--- src/rtl/mlia_pkg.sv ---
// Shared types, constants and helper functions for the multitone lock-in demodulator.
package mlia_pkg;

  localparam int TONE_COUNT_DEF          = 4;
  localparam int QUARTER_TABLE_DEPTH_DEF = 256;
  localparam int MAX_WINDOW_DEF          = 65536;
  localparam int SUM_WIDTH_DEF           = 48;
  localparam int CORDIC_STEPS_DEF        = 24;

  localparam int SAMPLE_W    = 16;
  localparam int STEP_W      = 32;
  localparam int REF_W       = 13;
  localparam int OUT_SUM_W   = 48;
  localparam int AMP_W       = 48;
  localparam int ANGLE_W     = 16;
  localparam int CX_W        = 52;
  localparam int CFG_INDEX_W = 8;
  localparam int REG_COUNT   = 4;

  localparam logic [31:0] INV_GAIN  = 32'd2608131496;
  localparam logic [31:0] Z_HALF    = 32'h8000_0000;
  localparam logic [15:0] QUARTER   = 16'h4000;
  localparam logic [63:0] HALF_PI_Q60 = 64'h1921_FB54_442D_1846;

  localparam logic [STEP_W-1:0] STEP_RESET [REG_COUNT] = '{
    32'd4294967, 32'd42949672, 32'd429496729, 32'd2147483648
  };

  localparam logic [31:0] ATAN_TURN [32] = '{
    32'd536870912, 32'd316933406, 32'd167458907, 32'd85004756, 32'd42667331,
    32'd21354465, 32'd10679838, 32'd5340245, 32'd2670163, 32'd1335087,
    32'd667544, 32'd333772, 32'd166886, 32'd83443, 32'd41722, 32'd20861,
    32'd10430, 32'd5215, 32'd2608, 32'd1304, 32'd652, 32'd326, 32'd163,
    32'd81, 32'd41, 32'd20, 32'd10, 32'd5, 32'd3, 32'd1, 32'd1, 32'd0
  };

  typedef struct packed {
    logic load_sample;
    logic clear_phase;
    logic mul;
    logic acc;
    logic cload;
    logic citer;
    logic gain1;
    logic gain2;
    logic clear_count;
  } mlia_cmd_t;

  // floor(a*b/2^60), elaboration use only
  function automatic logic [63:0] mul_q60(logic [63:0] a, logic [63:0] b);
    logic [63:0] al, ah, bl, bh, lo, m1, m2, hi, t, lo64, hi64;
    al = {32'd0, a[31:0]};
    ah = {32'd0, a[63:32]};
    bl = {32'd0, b[31:0]};
    bh = {32'd0, b[63:32]};
    lo = al * bl;
    m1 = ah * bl;
    m2 = al * bh;
    hi = ah * bh;
    t = (lo >> 32) + {32'd0, m1[31:0]} + {32'd0, m2[31:0]};
    lo64 = {t[31:0], lo[31:0]};
    hi64 = hi + (m1 >> 32) + (m2 >> 32) + (t >> 32);
    return (hi64 << 4) | (lo64 >> 60);
  endfunction

endpackage

--- src/rtl/mlia_ctrl.sv ---
// Sequencing state machine for the lock-in demodulator.
module mlia_ctrl
  #(parameter int TONE_COUNT   = mlia_pkg::TONE_COUNT_DEF,
    parameter int CORDIC_STEPS = mlia_pkg::CORDIC_STEPS_DEF,
    parameter int TW = (TONE_COUNT > 1) ? $clog2(TONE_COUNT) : 1,
    parameter int IW = (CORDIC_STEPS > 1) ? $clog2(CORDIC_STEPS) : 1)
  (input  logic               clk,
   input  logic               rst,
   input  logic               in_valid,
   output logic               in_ready,
   input  logic               action,
   input  logic               window_end,
   output logic               out_valid,
   input  logic               out_ready,
   output mlia_pkg::mlia_cmd_t cmd,
   output logic [TW-1:0]      tone,
   output logic [IW-1:0]      iter,
   output logic               last);
  import mlia_pkg::*;

  typedef enum logic [7:0] {
    S_IDLE  = 8'b0000_0001,
    S_MUL   = 8'b0000_0010,
    S_ACC   = 8'b0000_0100,
    S_CLOAD = 8'b0000_1000,
    S_CITER = 8'b0001_0000,
    S_GAIN1 = 8'b0010_0000,
    S_GAIN2 = 8'b0100_0000,
    S_EMIT  = 8'b1000_0000
  } state_t;

  state_t state, state_next;
  logic   end_flag;
  logic   take;

  assign in_ready  = (state == S_IDLE);
  assign out_valid = (state == S_EMIT);
  assign take      = in_valid && in_ready;
  assign last      = (tone == TW'(TONE_COUNT - 1));

  always_comb begin
    cmd = '0;
    state_next = state;
    unique case (state)
      S_IDLE: begin
        if (take) begin
          if (action) begin
            cmd.clear_phase = 1'b1;
          end else begin
            cmd.load_sample = 1'b1;
            state_next = S_MUL;
          end
        end
      end
      S_MUL: begin
        cmd.mul = 1'b1;
        state_next = S_ACC;
      end
      S_ACC: begin
        cmd.acc = 1'b1;
        if (!last) state_next = S_MUL;
        else if (end_flag) state_next = S_CLOAD;
        else state_next = S_IDLE;
      end
      S_CLOAD: begin
        cmd.cload = 1'b1;
        state_next = S_CITER;
      end
      S_CITER: begin
        cmd.citer = 1'b1;
        if (iter == IW'(CORDIC_STEPS - 1)) state_next = S_GAIN1;
      end
      S_GAIN1: begin
        cmd.gain1 = 1'b1;
        state_next = S_GAIN2;
      end
      S_GAIN2: begin
        cmd.gain2 = 1'b1;
        state_next = S_EMIT;
      end
      S_EMIT: begin
        if (out_ready) begin
          if (last) begin
            cmd.clear_count = 1'b1;
            state_next = S_IDLE;
          end else begin
            state_next = S_CLOAD;
          end
        end
      end
      default: state_next = S_IDLE;
    endcase
  end

  always_ff @(posedge clk) begin
    if (rst) begin
      state    <= S_IDLE;
      tone     <= '0;
      iter     <= '0;
      end_flag <= 1'b0;
    end else begin
      state <= state_next;
      if (cmd.load_sample) begin
        end_flag <= window_end;
        tone     <= '0;
      end
      if (cmd.acc) tone <= last ? '0 : tone + 1'b1;
      if (cmd.cload) iter <= '0;
      if (cmd.citer) iter <= iter + 1'b1;
      if (out_valid && out_ready && !last) tone <= tone + 1'b1;
    end
  end

endmodule

--- config.mk ---
export PLATFORM = sky130hd
export DESIGN_NAME = mlia_ctrl
export DESIGN_NICKNAME = d
export VERILOG_FILES = /design/src/rtl/mlia_pkg.sv /design/src/rtl/mlia_ctrl.sv
export SDC_FILE = /design/constraint.sdc
export NUM_CORES = 1
export LEC_CHECK = 0
export BUFFER_PORTS_ARGS = -buffer_cell sky130_fd_sc_hd__buf_4
export CELL_PAD_IN_SITES_DETAIL_PLACEMENT = 0
export CELL_PAD_IN_SITES_GLOBAL_PLACEMENT = 2
export CORE_MARGIN = 2
export CORE_UTILIZATION = 33
export CTS_BUF_LIST = sky130_fd_sc_hd__clkbuf_8
export DETAILED_ROUTE_END_ITERATION = 7
export HOLD_SLACK_MARGIN = 0.15
export PLACE_DENSITY = 0.92
export SETUP_SLACK_MARGIN = 0.15
export SYNTH_ARGS = -nofsm -noshare
export SYNTH_HDL_FRONTEND = slang
export SYNTH_SLANG_ARGS = --single-unit
--- constraint.sdc ---
create_clock -name clk -period 4.5 [get_ports clk]
set_input_delay 0.9 -clock clk [delete_from_list [all_inputs] [get_ports clk]]
set_output_delay 0.9 -clock clk [all_outputs]
set_load 0.02 [all_outputs]
# Yosys cells after proc, flatten, opt, wreduce, memory -nomap -nowiden
# Cells that the tools add are included.
[word_totals] ff_bits=16 input_bits=6 out_inout_bits=19
[classes] n_addsub=2 n_eq_ne=14 mux=27 n_reduce_logical=7
[op_table] cell="$pmux W8 S8" count=1
[op_table] cell="$mux W8" count=5
[op_table] cell="$mux W2" count=6
[op_table] cell="$mux W1" count=11
[op_table] cell="$mux W5" count=2
[op_table] cell="$eq A8 B1 Y1 const B" count=1
[op_table] cell="$eq A8 B2 Y1 const B" count=1
[op_table] cell="$eq A8 B3 Y1 const B" count=1
[op_table] cell="$eq A8 B4 Y1 const B" count=1
[op_table] cell="$eq A8 B5 Y1 const B" count=1
[op_table] cell="$eq A8 B6 Y1 const B" count=1
[op_table] cell="$eq A8 B7 Y1 const B" count=1
[op_table] cell="$eq A8 B8 Y1 const B" count=1
[op_table] cell="$mux W4" count=2
[op_table] cell="$add A5 B1 Y5 const B" count=1
[op_table] cell="$eq A5 B5 Y1 const B" count=1
[op_table] cell="$ne A2 B1 Y1 const B" count=2
[op_table] cell="$ne A2 B2 Y1 const B" count=2
[op_table] cell="$reduce_and A4 Y1" count=1
[op_table] cell="$logic_and A1 B1 Y1" count=3
[op_table] cell="$reduce_bool A3 Y1" count=1
[op_table] cell="$add A2 B1 Y2 const B" count=1
[op_table] cell="$eq A2 B2 Y1 const B" count=1
[op_table] cell="$reduce_bool A2 Y1" count=1
[op_table] cell="$logic_not A1 Y1" count=1

# Depth between registers and ports, before layout
[logic_depth] word_depth=7 depth_mapped=6 ltp_nobuf=6

# Worst setup path before layout
# Ideal clock, no wire load.
[synth_timing] path_kind="flip-flop to output port" startpoint="reg state[5]" endpoint="out cmd[8] in the netlist's numbering" arrival_ns=1.359 required_ns=3.600 path_slack_ns=2.241 stages_incl_launch_ff=6 cell_sequence="dfxtp_1 nor4_2 and4b_1 buf_4 nand3b_1 inv_1"
[synth_rtl] item="from (decl)" line="mlia_ctrl.sv:32" text="state_t state, state_next;"
[synth_rtl] item="from (signal assigned)" line="mlia_ctrl.sv:102" text="state <= state_next;"
[synth_rtl] item="to (decl)" line="mlia_ctrl.sv:15" text="output mlia_pkg::mlia_cmd_t cmd,"

==> reports/qor.yml <==
outcome: "complete, no violations"
grt_pass1_wl_um: 3570
ys_ff_latch: 16
dp_hpwl_um: 1600
detail-route-antenna-nets: 0
rsz0062_at_grt: "no"
start_util_pct: 35.1
cts_tree: "done"
final.setup.tns_ps: 0
hp-class: "flip-flop to flip-flop"
layout-drive-gt1-share_pct: 26.2
final_nets: 135
drt_wl_total_um: 2150
final_max_slew_viol_count: 0
crit_required_ps: 3600
avgSynthCellArea_um2: 8.60
layout_commonest_cell: "buf_4"
grt_overflow: 0
finalHoldViolCount: 0
syn_to_final_growth_pct: 28.0
syn_area_um2: 877
power.density_nw_per_um2: 310
endpoint_kind: "primary output"
antenna_found_initial: 0
path_clk_slew_ps: 60
async_reset_ff_share_pct: 0
vias: 863
slew_headroom_pct: 68.4
pre_cts_ws_ps: 2030
critPathLaunchType: "flip-flop"
final_cell_mix: "buf_4 (24), nor2_1 (17), dfxtp_1 (16)"
routed_via_density: 5.53
grt_use_total_pct: 14.5
syn_inst: 102
crit_fanout: 8
drc: 0
core-area_um2: 2500
synth_nets: 110
cts_root_buffer: "clkbuf_8"
vdd_drop_max_v: 0.000219
finClkSkew_ps: 1.02
p_leak_nw: 0.475
cts.sinks: 16
clk_path_buf_depth: 2
seq_area_frac_synth_pct: 36.5
worst_slew_pin_slew_ps: 472
first_pass_iters: 4
yosys-top-cells-area: "dfxtp_1 (37%), nor2_1 (7.3%), a21oi_1 (5.7%)"
fin_ws_ps: 1730
synth_edf_count: 0
timing.fmax_mhz: 361
die_y_um: 55.6
chipWidth_um: 55.6
critical_path_arrival_ps: 1870
io_pins: 25
grt_max_degree: 14
cts_made_buffers: 3
synth_top_area_share_pct: 36.5
gp_congestion: 0.784
ctsHoldBuffers: 0
wl_per_cell_um: 13.8
diodes: 0
max_cap_viol_count: 0
post-synth-top-area-cell: "dfxtp_1"
holdWs_ps: 511
setup_viol: 0
rows: 18
grt_pass1_vias: 792
period_share_pct: 61.6
first_iter_violations: 20
io_buffers: 24
critPathKind: "flip-flop to primary output"
cts_resized: 0
yosys_most_used_dff: "dfxtp_1"
post_cts_buffers: 0
h-tree-depth: 1
clk_latency_ps: 250
post-route-min-period_ps: 2770
nFillCells: 249
ys_types: 36
synth_warnings: 0
die-area_um2: 3090
[per-layer routing]
layer,share of wire [%],routed length [µm],GRT usage [%]
met1,45,962,16.9
met2,48,1020,24.7
met3,6.9,148,6.09
met4,0.61,13,3.14
met5,0,0,0
[power by group]
group          leakage (nW)  internal (W)  switching, W
clock                0.0288     0.0000777     0.0000506
sequential            0.129      0.000147    0.00000682
combinational         0.317     0.0000290     0.0000375
total                 0.475      0.000253     0.0000950
[logic make-up (layout without fill, tap and decap cells)]
family / after synthesis / after routing / share of synthesized area (%)
simple gates: 47 / 47 / 34.2
compound gates: 25 / 25 / 18.4
flops: 16 / 16 / 36.5
buf+inv: 10 / 34 / 5.71
fa+ha+maj: 2 / 2 / 2.85
mux: 2 / 2 / 2.28
[final cells by class]
| cell class | instances | area (µm²) | area share [%] |
|---|---|---|---|
| multi-input cells | 76 | 507 | 45.2 |
| inverters | 6 | 22.5 | 2.01 |
| clock buffers | 4 | 55.1 | 4.91 |
| well taps | 30 | 37.5 | 3.34 |
| flip-flops and latches | 16 | 320 | 28.5 |
| repair buffers | 24 | 180 | 16.1 |
[Yosys cell counts (3+ instances only)]
library cell and count:
a21oi_1 10, and4b_1 5, dfxtp_1 16, inv_1 5, nand2_1 4, nand3_1 4, nand3b_1 3, nor2_1 17
[worst max-delay path: stages (launching register included)]
cell and delay [ps]:
dfxtp_1 360, nor4_2 380, and4b_1 440, nand3b_1 210, inv_1 90, buf_4 140
[through the flow]
| stage | instances | util (%) | instance area (µm²) | total power, W |
|---|---|---|---|---|
| after floorplan | 102 | - | 877 | 0.000204 |
| after global placement | 152 | 42.7 | 1070 | 0.000222 |
| after detailed placement | 152 | 42.7 | 1070 | 0.000223 |
| after CTS | 156 | 44.9 | 1120 | 0.000355 |
| after global routing | 156 | 44.9 | 1120 | 0.000370 |
| final | 156 | 44.9 | 1120 | 0.000348 |
[sequential cells by signal (all words and copies together) (netlist names)]
signal / cells
state: 8
iter: 5
end_flag: 1
tone: 2
[final timing paths]
path | end | slack, ps | depth (start not counted) | startpoint
worst max-delay path | cmd[8] | 1730 | 5 | state[5]
worst min-delay path | iter[4] | 510 | 1 | iter[4]
worst max register to register | state[3] | 2730 | 5 | state[5]
worst min register to register | iter[4] | 510 | 1 | iter[4]
No activity file was read; power rests on OpenSTA's default activity.
